`config.mk`:
```
export PLATFORM = sky130hd
export DESIGN_NAME = slot_table_key_map
export DESIGN_NICKNAME = d
export VERILOG_FILES = /design/src/design/stkm_pkg.sv /design/src/design/slot_table_key_map.sv /design/src/design/stkm_fifo.sv /design/src/design/stkm_front.sv /design/src/design/stkm_engine.sv
export VERILOG_INCLUDE_DIRS = /design/src /design/src/design
export SDC_FILE = /design/constraint.sdc
export NUM_CORES = 1
export LEC_CHECK = 0
export BUFFER_PORTS_ARGS = -buffer_cell sky130_fd_sc_hd__buf_2
export CAP_MARGIN = 5
export CELL_PAD_IN_SITES_DETAIL_PLACEMENT = 1
export CELL_PAD_IN_SITES_GLOBAL_PLACEMENT = 2
export CORE_MARGIN = 2
export CORE_UTILIZATION = 35
export CTS_BUF_LIST = sky130_fd_sc_hd__clkbuf_8
export CTS_CLUSTER_DIAMETER = 120
export DETAILED_ROUTE_END_ITERATION = 16
export PLACE_DENSITY = 0.71
export SLEW_MARGIN = 40
export SYNTH_ARGS = -nofsm -noshare
export SYNTH_HDL_FRONTEND = slang
export SYNTH_SLANG_ARGS = --single-unit
```
`constraint.sdc`:
```
create_clock -name clk_i -period 12.7 [get_ports clk_i]
set_input_delay 1.27 -clock clk_i [delete_from_list [all_inputs] [get_ports clk_i]]
set_output_delay 1.27 -clock clk_i [all_outputs]
set_load 0.01 [all_outputs]
```
`src/design/slot_table_key_map_macros.svh`:
```
// ----------------------------------------------------------------------------
// Assertion macros for the slot table key map
// Shared clocked assertion wrappers with active-low reset disable.
// ----------------------------------------------------------------------------
`ifndef SLOT_TABLE_KEY_MAP_MACROS_SVH
`define SLOT_TABLE_KEY_MAP_MACROS_SVH

// Property must hold at every clock edge outside reset.
`define STKM_ASSERT(lbl, clk, rst_n, prop, msg) \
  lbl: assert property (@(posedge clk) disable iff (!rst_n) (prop)) else $error(msg);

// Expression must never be true outside reset.
`define STKM_ASSERT_NEVER(lbl, clk, rst_n, expr, msg) \
  `STKM_ASSERT(lbl, clk, rst_n, !(expr), msg)

`endif

```
`src/design/stkm_pkg.sv`:
```
// ----------------------------------------------------------------------------
// Slot table key map package
// Field widths, operation and status codes, and item structs.
// ----------------------------------------------------------------------------
`timescale 1ns / 1ps

package stkm_pkg;

  localparam int STKM_ENTRIES     = 16;
  localparam int STKM_KEY_WIDTH   = 32;
  localparam int STKM_VALUE_WIDTH = 32;

  localparam int MODE_W     = 2;
  localparam int KEY_IN_W   = 32;
  localparam int VAL_IN_W   = 32;
  localparam int STATUS_W   = 2;
  localparam int SLOT_IDX_W = 4;
  localparam int OUT_VAL_W  = 32;

  localparam int FIFO_DEPTH = 2;
  localparam int FIFO_PTR_W = (FIFO_DEPTH > 1) ? $clog2(FIFO_DEPTH) : 1;
  localparam int FIFO_CNT_W = $clog2(FIFO_DEPTH + 1);

  localparam logic [MODE_W-1:0] MODE_LOOKUP = 2'd0;
  localparam logic [MODE_W-1:0] MODE_INSERT = 2'd1;
  localparam logic [MODE_W-1:0] MODE_REMOVE = 2'd2;

  localparam logic [STATUS_W-1:0] ST_PRESENT  = 2'd0;
  localparam logic [STATUS_W-1:0] ST_INSERTED = 2'd1;
  localparam logic [STATUS_W-1:0] ST_MISS     = 2'd2;
  localparam logic [STATUS_W-1:0] ST_FULL     = 2'd3;

  typedef enum logic [1:0] {
    OP_LOOKUP,
    OP_INSERT,
    OP_REMOVE,
    OP_NONE
  } op_e;

  typedef struct packed {
    op_e                 op;
    logic [KEY_IN_W-1:0] key;
    logic [VAL_IN_W-1:0] val;
  } cmd_t;

  typedef struct packed {
    logic [STATUS_W-1:0]   status;
    logic [SLOT_IDX_W-1:0] idx;
    logic [OUT_VAL_W-1:0]  value;
  } res_t;

endpackage

```
`src/design/slot_table_key_map.sv`:
```
// ----------------------------------------------------------------------------
// Slot table key map
// Fully associative key table with lookup, insert and remove requests.
// ----------------------------------------------------------------------------
// Channel   Direction  Handshake     Fields
// request   in         push / full   mode_i, lookup_key_i, entry_value_i
// result    out        pop / empty   status_o, slot_index_o, stored_value_o
//
// Each item passes through the engine state S_MATCH (key match, table update,
// registered payload read), then S_RESP (result push). No new item is taken
// until S_RESP ends; results pass the command queue, engine and result queue.
// Reset clears all valid marks at once; no clearing pass.
// Both sides have 2-entry queues, so requests are taken while results wait.
// ----------------------------------------------------------------------------
`timescale 1ns / 1ps

module slot_table_key_map import stkm_pkg::*; #(
  parameter int ENTRIES     = STKM_ENTRIES,
  parameter int KEY_WIDTH   = STKM_KEY_WIDTH,
  parameter int VALUE_WIDTH = STKM_VALUE_WIDTH
) (
  input  logic                  clk_i,
  input  logic                  rst_ni,
  input  logic                  push,
  output logic                  full,
  input  logic [MODE_W-1:0]     mode_i,
  input  logic [KEY_IN_W-1:0]   lookup_key_i,
  input  logic [VAL_IN_W-1:0]   entry_value_i,
  output logic                  empty,
  input  logic                  pop,
  output logic [STATUS_W-1:0]   status_o,
  output logic [SLOT_IDX_W-1:0] slot_index_o,
  output logic [OUT_VAL_W-1:0]  stored_value_o
);

  cmd_t                    cmd;
  logic                    cmd_empty, cmd_pop;
  res_t                    res_in, res_out;
  logic                    res_push, res_full;
  logic [$bits(res_t)-1:0] res_raw;

  stkm_front u_front (
    .clk_i       (clk_i),
    .rst_ni      (rst_ni),
    .push_i      (push),
    .full_o      (full),
    .mode_i      (mode_i),
    .key_i       (lookup_key_i),
    .val_i       (entry_value_i),
    .cmd_pop_i   (cmd_pop),
    .cmd_o       (cmd),
    .cmd_empty_o (cmd_empty)
  );

  stkm_engine #(
    .ENTRIES     (ENTRIES),
    .KEY_WIDTH   (KEY_WIDTH),
    .VALUE_WIDTH (VALUE_WIDTH)
  ) u_engine (
    .clk_i       (clk_i),
    .rst_ni      (rst_ni),
    .cmd_i       (cmd),
    .cmd_empty_i (cmd_empty),
    .cmd_pop_o   (cmd_pop),
    .res_o       (res_in),
    .res_push_o  (res_push),
    .res_full_i  (res_full)
  );

  stkm_fifo #(
    .WIDTH ($bits(res_t))
  ) u_res_q (
    .clk_i   (clk_i),
    .rst_ni  (rst_ni),
    .push_i  (res_push),
    .data_i  (res_in),
    .full_o  (res_full),
    .pop_i   (pop),
    .data_o  (res_raw),
    .empty_o (empty)
  );

  assign res_out        = res_t'(res_raw);
  assign status_o       = res_out.status;
  assign slot_index_o   = res_out.idx;
  assign stored_value_o = res_out.value;

endmodule

```
`src/design/stkm_fifo.sv`:
```
// ----------------------------------------------------------------------------
// Slot table key map queue
// Short first-in first-out buffer for command and result items.
// ----------------------------------------------------------------------------
`timescale 1ns / 1ps

module stkm_fifo import stkm_pkg::*; #(
  parameter int WIDTH = 1
) (
  input  logic             clk_i,
  input  logic             rst_ni,
  input  logic             push_i,
  input  logic [WIDTH-1:0] data_i,
  output logic             full_o,
  input  logic             pop_i,
  output logic [WIDTH-1:0] data_o,
  output logic             empty_o
);

  logic [WIDTH-1:0]      mem_q [FIFO_DEPTH];
  logic [FIFO_PTR_W-1:0] wr_ptr_q, wr_ptr_d;
  logic [FIFO_PTR_W-1:0] rd_ptr_q, rd_ptr_d;
  logic [FIFO_CNT_W-1:0] cnt_q, cnt_d;
  logic                  do_push, do_pop;

  assign full_o  = (cnt_q == FIFO_CNT_W'(FIFO_DEPTH));
  assign empty_o = (cnt_q == '0);
  assign do_push = push_i && !full_o;
  assign do_pop  = pop_i && !empty_o;
  assign data_o  = mem_q[rd_ptr_q];

  always_comb begin
    wr_ptr_d = wr_ptr_q;
    rd_ptr_d = rd_ptr_q;
    cnt_d    = cnt_q;
    if (do_push) begin
      wr_ptr_d = (wr_ptr_q == FIFO_PTR_W'(FIFO_DEPTH - 1)) ? '0 : wr_ptr_q + 1'b1;
    end
    if (do_pop) begin
      rd_ptr_d = (rd_ptr_q == FIFO_PTR_W'(FIFO_DEPTH - 1)) ? '0 : rd_ptr_q + 1'b1;
    end
    if (do_push && !do_pop) begin
      cnt_d = cnt_q + 1'b1;
    end else if (do_pop && !do_push) begin
      cnt_d = cnt_q - 1'b1;
    end
  end

  always_ff @(posedge clk_i or negedge rst_ni) begin
    if (!rst_ni) begin
      wr_ptr_q <= '0;
      rd_ptr_q <= '0;
      cnt_q    <= '0;
    end else begin
      wr_ptr_q <= wr_ptr_d;
      rd_ptr_q <= rd_ptr_d;
      cnt_q    <= cnt_d;
    end
  end

  always_ff @(posedge clk_i) begin
    if (do_push) begin
      mem_q[wr_ptr_q] <= data_i;
    end
  end

endmodule

```
`src/design/stkm_front.sv`:
```
// ----------------------------------------------------------------------------
// Slot table key map front end
// Accepts request items, decodes the mode and queues commands.
// ----------------------------------------------------------------------------
`timescale 1ns / 1ps

module stkm_front import stkm_pkg::*; (
  input  logic                clk_i,
  input  logic                rst_ni,
  input  logic                push_i,
  output logic                full_o,
  input  logic [MODE_W-1:0]   mode_i,
  input  logic [KEY_IN_W-1:0] key_i,
  input  logic [VAL_IN_W-1:0] val_i,
  input  logic                cmd_pop_i,
  output cmd_t                cmd_o,
  output logic                cmd_empty_o
);

  cmd_t                   cmd_in;
  logic [$bits(cmd_t)-1:0] cmd_raw;

  always_comb begin
    cmd_in.key = key_i;
    cmd_in.val = val_i;
    case (mode_i)
      MODE_LOOKUP: cmd_in.op = OP_LOOKUP;
      MODE_INSERT: cmd_in.op = OP_INSERT;
      MODE_REMOVE: cmd_in.op = OP_REMOVE;
      default:     cmd_in.op = OP_NONE;
    endcase
  end

  stkm_fifo #(
    .WIDTH ($bits(cmd_t))
  ) u_cmd_q (
    .clk_i   (clk_i),
    .rst_ni  (rst_ni),
    .push_i  (push_i),
    .data_i  (cmd_in),
    .full_o  (full_o),
    .pop_i   (cmd_pop_i),
    .data_o  (cmd_raw),
    .empty_o (cmd_empty_o)
  );

  assign cmd_o = cmd_t'(cmd_raw);

endmodule

```
`src/design/stkm_engine.sv`:
```
// ----------------------------------------------------------------------------
// Slot table key map engine
// Parallel key match, lowest-free-slot search, table update and payload read.
// ----------------------------------------------------------------------------
`timescale 1ns / 1ps
`include "slot_table_key_map_macros.svh"

module stkm_engine import stkm_pkg::*; #(
  parameter int ENTRIES     = STKM_ENTRIES,
  parameter int KEY_WIDTH   = STKM_KEY_WIDTH,
  parameter int VALUE_WIDTH = STKM_VALUE_WIDTH
) (
  input  logic clk_i,
  input  logic rst_ni,
  input  cmd_t cmd_i,
  input  logic cmd_empty_i,
  output logic cmd_pop_o,
  output res_t res_o,
  output logic res_push_o,
  input  logic res_full_i
);

  localparam int IDX_W = (ENTRIES > 1) ? $clog2(ENTRIES) : 1;

  typedef enum logic [1:0] {
    S_MATCH = 2'b01,
    S_RESP  = 2'b10
  } eng_state_e;

  eng_state_e state_q, state_d;

  logic [ENTRIES-1:0]     valid_q;
  logic [KEY_WIDTH-1:0]   key_q [ENTRIES];
  logic [VALUE_WIDTH-1:0] pay_mem [ENTRIES];
  logic [VALUE_WIDTH-1:0] rd_data_q;

  logic [KEY_WIDTH+KEY_IN_W-1:0]   key_x;
  logic [KEY_WIDTH-1:0]            key_w;
  logic [VALUE_WIDTH+VAL_IN_W-1:0] val_x;
  logic [VALUE_WIDTH-1:0]          val_w;

  logic [ENTRIES-1:0] match_vec;
  logic               hit, free;
  logic [IDX_W-1:0]   hit_idx, free_idx;
  logic               go, set_en, clr_en, rd_en;

  logic [STATUS_W-1:0]    status_q, status_d;
  logic [IDX_W-1:0]       idx_q, idx_d;
  logic                   use_mem_q, use_mem_d;
  logic [VALUE_WIDTH-1:0] val_q, val_d;

  logic [SLOT_IDX_W+IDX_W-1:0]      idx_x;
  logic [VALUE_WIDTH-1:0]           pay;
  logic [OUT_VAL_W+VALUE_WIDTH-1:0] pay_x;

  assign key_x = {{KEY_WIDTH{1'b0}}, cmd_i.key};
  assign key_w = key_x[KEY_WIDTH-1:0];
  assign val_x = {{VALUE_WIDTH{1'b0}}, cmd_i.val};
  assign val_w = val_x[VALUE_WIDTH-1:0];

  always_comb begin
    for (int i = 0; i < ENTRIES; i++) begin
      match_vec[i] = valid_q[i] && (key_q[i] == key_w);
    end
  end

  always_comb begin
    hit      = 1'b0;
    free     = 1'b0;
    hit_idx  = '0;
    free_idx = '0;
    for (int i = ENTRIES - 1; i >= 0; i--) begin
      if (match_vec[i]) begin
        hit     = 1'b1;
        hit_idx = IDX_W'(i);
      end
      if (!valid_q[i]) begin
        free     = 1'b1;
        free_idx = IDX_W'(i);
      end
    end
  end

  assign go        = (state_q == S_MATCH) && !cmd_empty_i && !res_full_i;
  assign cmd_pop_o = go;

  always_comb begin
    status_d  = ST_MISS;
    idx_d     = '0;
    use_mem_d = 1'b0;
    val_d     = '0;
    set_en    = 1'b0;
    clr_en    = 1'b0;
    rd_en     = 1'b0;
    case (cmd_i.op)
      OP_LOOKUP, OP_REMOVE: begin
        if (hit) begin
          status_d  = ST_PRESENT;
          idx_d     = hit_idx;
          use_mem_d = 1'b1;
          rd_en     = go;
          clr_en    = go && (cmd_i.op == OP_REMOVE);
        end
      end
      OP_INSERT: begin
        if (hit) begin
          status_d  = ST_PRESENT;
          idx_d     = hit_idx;
          use_mem_d = 1'b1;
          rd_en     = go;
        end else if (free) begin
          status_d = ST_INSERTED;
          idx_d    = free_idx;
          val_d    = val_w;
          set_en   = go;
        end else begin
          status_d = ST_FULL;
        end
      end
      default: begin
        status_d = ST_MISS;
      end
    endcase
  end

  always_comb begin
    state_d = state_q;
    case (state_q)
      S_MATCH: if (go) state_d = S_RESP;
      S_RESP:  state_d = S_MATCH;
      default: state_d = S_MATCH;
    endcase
  end

  always_ff @(posedge clk_i or negedge rst_ni) begin
    if (!rst_ni) begin
      state_q <= S_MATCH;
      valid_q <= '0;
    end else begin
      state_q <= state_d;
      if (set_en) begin
        valid_q[free_idx] <= 1'b1;
      end
      if (clr_en) begin
        valid_q[hit_idx] <= 1'b0;
      end
    end
  end

  always_ff @(posedge clk_i) begin
    if (set_en) begin
      key_q[free_idx] <= key_w;
    end
    if (go) begin
      status_q  <= status_d;
      idx_q     <= idx_d;
      use_mem_q <= use_mem_d;
      val_q     <= val_d;
    end
  end

  always_ff @(posedge clk_i) begin
    if (set_en) begin
      pay_mem[free_idx] <= val_w;
    end
    if (rd_en) begin
      rd_data_q <= pay_mem[hit_idx];
    end
  end

  assign idx_x = {{SLOT_IDX_W{1'b0}}, idx_q};
  assign pay   = use_mem_q ? rd_data_q : val_q;
  assign pay_x = {{OUT_VAL_W{1'b0}}, pay};

  assign res_push_o   = (state_q == S_RESP);
  assign res_o.status = status_q;
  assign res_o.idx    = idx_x[SLOT_IDX_W-1:0];
  assign res_o.value  = pay_x[OUT_VAL_W-1:0];

  `STKM_ASSERT_NEVER(a_unique_key, clk_i, rst_ni, !cmd_empty_i && !$onehot0(match_vec), "duplicate key in table")
  `STKM_ASSERT(a_resp_room, clk_i, rst_ni, (state_q == S_RESP) |-> !res_full_i, "result queue full")
  `STKM_ASSERT(a_fill_sets_valid, clk_i, rst_ni, set_en |=> valid_q[$past(free_idx)], "fill lost")

endmodule

```
==> results of run 1 <==
[synth_stat cells (all sizes together) (34+ instances only)]
master,count,share of area (%)
clkbuf,71,0.48
a22oi,64,0.87
nor3,66,0.60
o21ai,43,0.39
nand2,77,0.52
inv,45,0.30
nor2,43,0.30
edfxtp,1303,70
mux2,135,2.7
buf,85,1.1
nor4,226,2.6
nor2b,36,0.41
o22ai,35,0.39
mux2i,161,3.6
nand3,116,1.1
nand4,53,0.60
a21oi,41,0.37
a211oi,34,0.48
or3b,34,0.54
xnor2,513,8.1
[final cells by class]
| type | count | share of cell area [%] |
|---|---|---|
| tap | 2072 | 4.11 |
| inverter | 45 | 0.268 |
| antenna | 5 | 0.0198 |
| timing repair buffer | 222 | 2.55 |
| clock buffer | 221 | 4.82 |
| multi-input combinational | 1871 | 23.8 |
| clock inverter | 167 | 1.34 |
| sequential | 1329 | 63.1 |
[report_power, final]
| part | switching (mW) | internal (mW) | total (mW) |
|---|---|---|---|
| registers | 0.154 | 5.65 | 5.81 |
| logic | 2.77 | 1.06 | 3.83 |
| clock network | 1.75 | 1.68 | 3.43 |
| total | 4.67 | 8.39 | 13.1 |
[layer usage]
metal | global-route usage [%] | up-vias | wire [um]
met2 | 34.0 | 1394 | 81500
met1 | 30.3 | 17556 | 78300
met5 | 0 | - | 24
li1 | - | 13980 | -
met3 | 4.57 | 306 | 13400
met4 | 8.00 | 4 | 5630
[registers in the layout, indices dropped and copies added, names as in the netlist, 4 cells and up]
signal / cells
u_engine.val_q: 32
u_engine.idx_q: 4
u_engine.valid_q: 16
u_res_q.mem_q: 76
u_engine.key_q: 512
u_front.u_cmd_q.mem_q: 132
u_engine.rd_data_q: 32
u_engine.pay_mem: 512
[cell families (layout without fill, tap and decap cells)]
logic type               after synthesis  after routing  share of synthesized area (%)
AO/OA/AOI/OAI                        325            325                           4.32
XOR/XNOR                             522            522                           8.23
adder cells (fa/ha/maj)                2              2                         0.0451
buffers and inverters                201            655                           1.86
flip-flops                          1329           1329                           71.6
multiplexers                         296            296                           6.32
other                                  0              5                              0
AND/OR/NAND/NOR                      726            726                           7.58
[stage by stage]
stage / cell area (sq um) / util (%) / setup slack (ns)
6_report: 63100 / 39.9 / 5.85
2_1_floorplan: 55500 / - / 2.04
3_3_place_gp: 58800 / 37.2 / 5.10
4_1_cts: 63000 / 39.9 / 5.33
5_1_grt: 63100 / 39.9 / 5.58
3_5_place_dp: 59100 / 37.4 / 5.37
[worst max-delay path by stage]
stage | start | endpoint | slack, ns | cells past startpoint
finish | u_front.u_cmd_q.rd_ptr_q | u_engine.rd_data_q[2] | 5.85 | 16
floorplan | u_front.u_cmd_q.rd_ptr_q | u_engine.key_q[2][0] | 2.04 | 14
global placement | u_front.u_cmd_q.rd_ptr_q | u_engine.pay_mem[8][28] | 5.10 | 14
CTS | u_front.u_cmd_q.rd_ptr_q | u_engine.key_q[1][5] | 5.33 | 14
detailed placement | u_front.u_cmd_q.rd_ptr_q | u_engine.key_q[1][28] | 5.37 | 14
global route | u_front.u_cmd_q.rd_ptr_q | u_engine.rd_data_q[6] | 5.58 | 16
==> results.py, run 1 <==
metrics = {
    "logic_synthesis": {
        "synthCells": 3401,
        "post_synth_edffs": 1303,
        "seq_cells_post_synth": 1329,
        "ys_seq_area_share_pct": 71.6,
        "ys_warn_count": 0,
        "ys_types": 71,
        "asyncSetResetFlopFracSynth_pct": 1.96,
        "synthesis.area_per_instance_sq_um": 16.3,
        "yosys_most_used_dff": "edfxtp_1",
        "synth.net_count": 3473,
        "post_synth_instance_area_sq_mm": 0.0555,
    },
    "pwr": {
        "static-leakage-power_nw": 20.2,
        "power.density_cell_area_mw_per_mm2": 207,
        "worst_ir_drop_vdd_mv": 0.185,
        "fin_total_pwr_mw": 13.1,
    },
    "sta": {
        "fmaxAchievable_mhz": 146,
        "worst_clock_skew_ns": 0.0703,
        "rsz0062_at_grt": "no",
        "whs_ns": 0.333,
        "final_critical_delay_including_setup_and_external_delays_ns": 6.85,
        "max_slew.worst_pin.slew_ns": 0.920,
        "timing.setup.tns_ns": 0,
        "maxSlewViolCount": 0,
        "final_hold_viol_count": 0,
        "finalCritPeriodShare_pct": 53.9,
        "slew-limit-headroom_pct": 38.7,
        "final_setup_violating_endpoints": 0,
    },
    "floorplanning": {
        "dieHeight_um": 402,
        "ioPinCount": 110,
        "die_w_um": 402,
        "rows": 146,
        "fp.coreArea_sq_mm": 0.158,
        "floorplan.initialDensity_pct": 35.1,
        "die_area_sq_mm": 0.162,
    },
    "place": {
        "dp_cells": 5536,
        "buffer_ports.inserted": 109,
        "gpl.final_weighted_congestion": 0.878,
        "dpl.hpwl_mm": 106,
    },
    "worst_setup_path": {
        "kind_of_cell_adding_the_most_delay_to_the_critical_path": "buffers and inverters",
        "cp_common_cell": "buf_4",
        "cp_slowest_cell": "a211oi_1",
        "timing.reg2reg.setup_slack_ns": 5.85,
        "critPathMaxFanout": 63,
        "cpPeakStageDelay_ns": 0.61,
        "startpoint_of_the_most_critical_register_to_register_path": "u_front.u_cmd_q.rd_ptr_q",
        "rr_worst_depth": 16,
        "crit_type": "reg -> reg",
        "timing.critical_path.buf_inv": 5,
        "crit_chain": "buf_4 > buf_12 > mux2i_4 > buf_4 > xnor2_1 > a2111oi_0 > nand4_1 > a211oi_1 > o311a_1 > buf_4 > or3b_1 > nand3_4 > buf_6 > mux2i_1 > a222oi_1 > or3b_1",
        "cp-end-kind": "flip-flop",
        "cp.arrival_ns": 7.49,
        "worstPathRequired_ns": 13.34,
        "worst_r2r_endpoint": "u_engine.rd_data_q[2]",
        "critical_path.startpoint_type": "flip-flop",
    },
    "drt": {
        "detail_route.wirelength_mm": 179,
        "drt-vias-per-instance": 5.60,
        "drt-pass1-iter-count": 8,
        "wire_per_inst_um": 30.1,
        "antenna_violating_nets_post_route": 0,
        "drt_drc_violations_left": 0,
        "detailroute.via_count": 33240,
        "first_iter_violations": 3296,
    },
    "clock_network": {
        "h_tree_levels": 4,
        "cts_setup_buffers": 0,
        "postCtsHoldBufs": 0,
        "tritoncts_num_sinks": 1329,
        "post_cts_resize_count": 0,
        "cts_inserted_buffers": 216,
        "cts_tree": "built",
        "cts.root.buffer_cell": "clkbuf_8",
        "cts_buffer_depth": 3,
        "worst_skew_pair.late_latency_ns": 0.95,
        "cts.reportedPaths.clkPinSlew_ns": 0.06,
    },
    "run_status": {
        "outcome": "finished clean",
    },
    "layout": {
        "layout.filler_cells": 15833,
        "instances_no_fill": 5932,
        "flow.area_growth_from_synthesis_pct": 13.6,
        "share_of_cells_above_drive_strength_1_pct": 18.6,
        "multi_input_comb_area_sq_mm": 0.0150,
        "mostFrequentLayoutCell": "edfxtp_1",
        "register_area_sq_mm": 0.0398,
        "fin_nets": 3757,
        "final_cell_mix": "edfxtp_1 (1,303), xnor2_1 (513), nor4_1 (223), clkbuf_8 (222), mux2_2 (132)",
    },
    "grt": {
        "initial_antenna_violation_count": 12,
        "largest_net_degree_at_the_start_of_global_routing": 69,
        "grt_pass1_wl_mm": 254,
        "groute.usage.overall_pct": 21.9,
        "first_global_vias": 34643,
        "grt_overflow": 0,
    },
    "hold_path": {
        "worst_hold_path_class": "in -> async",
    },
    "job": {
        "timing.max_cap.violations": 0,
    },
}
No activity file was read; power rests on OpenSTA's default activity.
==> run 2: changes to the inputs <==
--- a/config.mk
+++ b/config.mk
@@ -6,6 +6,7 @@
 export SDC_FILE = /design/constraint.sdc
 export NUM_CORES = 1
 export LEC_CHECK = 0
+export ABC_AREA = 1
 export BUFFER_PORTS_ARGS = -buffer_cell sky130_fd_sc_hd__buf_2
 export CAP_MARGIN = 5
 export CELL_PAD_IN_SITES_DETAIL_PLACEMENT = 1
@@ -15,7 +16,7 @@
 export CTS_BUF_LIST = sky130_fd_sc_hd__clkbuf_8
 export CTS_CLUSTER_DIAMETER = 120
 export DETAILED_ROUTE_END_ITERATION = 16
-export PLACE_DENSITY = 0.71
+export PLACE_DENSITY = 0.75
 export SLEW_MARGIN = 40
 export SYNTH_ARGS = -nofsm -noshare
 export SYNTH_HDL_FRONTEND = slang
==> constraint.sdc (replaced) <==
create_clock -name clk_i -period 6.7 [get_ports clk_i]
set_input_delay 0.67 -clock clk_i [delete_from_list [all_inputs] [get_ports clk_i]]
set_output_delay 0.67 -clock clk_i [all_outputs]
set_load 0.01 [all_outputs]
==> results.py, run 2 <==
metrics = {
    "run_status": {
        "outcome": "finished clean",
    },
    "worst_setup_path": {
        "crit_chain": "clkinv_2 > nand2_1 > nand2_2 > or2_2 > nand3_1 > nor2_1 > nand2_1 > nor2_1 > nand2_1 > o21ai_0 > nand3b_1 > nor2_1 > nand2_1 > inv_2 > nand2_2 > nor2_1 > nand3_1 > clkinv_2 > buf_4",
        "worst_r2r_endpoint": "u_engine.key_q[1][3]",
        "cpPeakStageDelay_ns": 0.62,
        "critical_path.startpoint_type": "flip-flop",
        "kind_of_cell_adding_the_most_delay_to_the_critical_path": "simple AND/OR/NAND/NOR gates",
        "timing.critical_path.buf_inv": 4,
        "critPathMaxFanout": 47,
        "cp.arrival_ns": 6.44,
        "timing.reg2reg.setup_slack_ns": 0.82,
        "crit_type": "reg -> reg",
        "crit_path_to": "u_engine.key_q[1][3]",
        "cp.depth": 19,
        "cp_slowest_cell": "buf_4",
        "rr_worst_depth": 19,
        "startpoint_of_the_most_critical_register_to_register_path": "u_front.u_cmd_q.rd_ptr_q",
        "setup.worst_path.start": "u_front.u_cmd_q.rd_ptr_q",
        "worstPathRequired_ns": 7.26,
        "cp-end-kind": "flip-flop",
    },
    "floorplanning": {
        "rows": 146,
        "fp.coreArea_sq_mm": 0.159,
        "die_w_um": 404,
        "floorplan.initialDensity_pct": 35.3,
        "dieHeight_um": 404,
        "ioPinCount": 110,
        "die_area_sq_mm": 0.164,
    },
    "drt": {
        "wire_per_inst_um": 26.2,
        "antenna_violating_nets_post_route": 0,
        "first_iter_violations": 3650,
        "drt-vias-per-instance": 5.39,
        "drt-pass1-iter-count": 5,
        "detail_route.wirelength_mm": 190,
        "detailroute.via_count": 39096,
        "drt_drc_violations_left": 0,
    },
    "logic_synthesis": {
        "netlist_top_cells_area": "edfxtp_1 (70%), nand2_1 (6.7%), nand3_1 (4.2%), nand4_1 (3.4%), inv_1 (2.8%)",
        "ys_warn_count": 0,
        "netlist.top_cell.by_area": "edfxtp_1",
        "synth.net_count": 4750,
        "post_synth_edffs": 1303,
        "ys_types": 47,
        "synthCells": 4678,
        "yosys-top-cells-count": "edfxtp_1 (1,303), nand2_1 (1,004), nand3_1 (473)",
        "ys_seq_area_share_pct": 70.9,
        "yosysMostFrequentCell": "edfxtp_1",
        "yosysTopAreaCellShare_pct": 69.7,
        "seq_cells_post_synth": 1329,
        "post_synth_instance_area_sq_mm": 0.0561,
        "asyncSetResetFlopFracSynth_pct": 1.96,
        "synthesis.area_per_instance_sq_um": 12.0,
        "yosys_most_used_dff": "edfxtp_1",
    },
    "grt": {
        "first_global_vias": 40514,
        "largest_net_degree_at_the_start_of_global_routing": 145,
        "grt_overflow": 0,
        "grt_pass1_wl_mm": 276,
        "groute.usage.overall_pct": 23.0,
        "initial_antenna_violation_count": 7,
    },
    "clock_network": {
        "cts.root.buffer_cell": "clkbuf_8",
        "tritoncts_num_sinks": 1329,
        "cts_tree": "built",
        "worst_skew_pair.late_latency_ns": 0.96,
        "cts_inserted_buffers": 212,
        "cts.reportedPaths.clkPinSlew_ns": 0.06,
        "cts_buffer_depth": 3,
        "h_tree_levels": 4,
    },
    "sta": {
        "slew-limit-headroom_pct": 34.5,
        "final_critical_delay_including_setup_and_external_delays_ns": 5.88,
        "whs_ns": 0.0822,
        "worst_clock_skew_ns": 0.0386,
        "max_slew.worst_pin.slew_ns": 0.982,
        "rsz0062_at_grt": "no",
        "final_setup_violating_endpoints": 0,
        "timing.setup.tns_ns": 0,
        "fmaxAchievable_mhz": 170,
        "maxSlewViolCount": 0,
        "finalCritPeriodShare_pct": 87.7,
        "final_hold_viol_count": 0,
    },
    "pwr": {
        "seq_power_share_pct": 44.9,
        "proportion_of_total_power_due_to_net_switching_pct": 36.1,
        "worst_ir_drop_vdd_mv": 0.235,
        "power.density_cell_area_mw_per_mm2": 381,
        "comb_power_share_pct": 28.9,
        "power.switching_mw": 8.85,
        "p_clk_share_pct": 26.1,
        "cell_internal_pwr_mw": 15.7,
        "static-leakage-power_nw": 23.7,
        "fin_total_pwr_mw": 24.5,
    },
    "layout": {
        "fin_nets": 5073,
        "flow.area_growth_from_synthesis_pct": 14.7,
        "post-route-cell-area_sq_mm": 0.0643,
        "share_of_cells_above_drive_strength_1_pct": 13.5,
        "top_registers": "u_engine.key_q (512), u_engine.pay_mem (512), u_front.u_cmd_q.mem_q (132)",
        "mostFrequentLayoutCell": "edfxtp_1",
        "fin_util_pct": 40.5,
        "final_cell_mix": "edfxtp_1 (1,303), nand2_1 (1,001), inv_1 (488), nand3_1 (473), nand4_1 (303)",
    },
    "hold_path": {
        "worst_hold_path_class": "in -> reg",
    },
    "place": {
        "dpl.hpwl_mm": 115,
        "gpl.final_weighted_congestion": 0.859,
        "buffer_ports.inserted": 109,
        "placed_cell_area_sq_mm": 0.0599,
    },
    "job": {
        "timing.max_cap.violations": 0,
    },
}
run 2: area by class of cell:
cell class                      instances  area (sq um)
Multi-Input combinational cell       2664         13700
Antenna cell                            8          20.0
Sequential cell                      1329         39800
Fill cell                           17005         94400
Clock inverter                        167           783
Tap cell                             2072          2590
Clock buffer                          217          2990
Inverter                              447          1710
Timing Repair Buffer                  347          2800
run 2: kinds of logic (layout without fill, tap and decap cells):
group	Yosys count	in the layout	synth area share [%]
adders and majority gates	2	2	0.0446
buffers and inverters	685	1178	4.91
and+or+nand+nor	2147	2147	17.4
DFF	1329	1329	70.9
xor gates and xnor gates	177	177	2.76
muxes	32	32	0.642
other	0	8	0
AOI/OAI and AO/OA	306	306	3.35
run 2: how the worst min path moves through the flow:
stage | start | cells past startpoint | slack [ns] | endpoint
after floorplan | rst_ni | 0 | 0.37 | u_engine.state_q[1]
after global placement | u_engine.status_q[1] | 0 | 0.43 | u_res_q.mem_q[1][37]
after detailed placement | u_engine.idx_q[2] | 0 | 0.44 | u_res_q.mem_q[1][34]
after CTS | pop | 3 | 0.03 | u_res_q.rd_ptr_q
after global routing | pop | 3 | 0.08 | u_res_q.rd_ptr_q
final | pop | 3 | 0.08 | u_res_q.rd_ptr_q
run 2: per-layer routing:
layer  track usage, %  vias up  part of all wire [%]
met5                0        -                     0
met4             9.32        0                   4.0
met3             3.52      368                   5.6
met2             38.1     1326                    48
met1             30.3    20166                    42
li1                 -    17236                     -
run 2: power by group through the flow:
stage | Sequential, mW | Clock [mW] | Combinational (mW)
after floorplan | 11.1 | 0 | 3.53
after global placement | 11.2 | 0 | 6.87
after detailed placement | 11.2 | 0 | 7.03
after CTS | 11.0 | 6.52 | 7.09
after global routing | 11.1 | 6.89 | 7.51
final | 11.0 | 6.40 | 7.09
run 2: per-stage QoR:
step / worst slack, ns / std cells
global route: 0.543 / 7246
global placement: 0.746 / 6790
CTS: 0.959 / 7243
floorplan: 1.17 / 4678
finish: 0.824 / 7251
detailed placement: 0.971 / 6792
run 2: what timing repair did:
item                                    CTS  global route
endpoints found under the setup margin    0             0
hold buffers                             67             0
hold endpoints to repair                157             0
setup buffers                             0             0
gates resized for setup                   0             0
run 2: worst register-to-register path: stages, from the launching register on:
cell and delay (ns):
dfrtp_2 0.39, clkinv_2 0.56, nand2_1 0.32, nand2_2 0.53
or2_2 0.54, nand3_1 0.13, nor2_1 0.07, nand2_1 0.07
nor2_1 0.06, nand2_1 0.08, o21ai_0 0.28, nand3b_1 0.30
nor2_1 0.28, nand2_1 0.17, inv_2 0.10, nand2_2 0.07
nor2_1 0.57, nand3_1 0.22, clkinv_2 0.09, buf_4 0.62
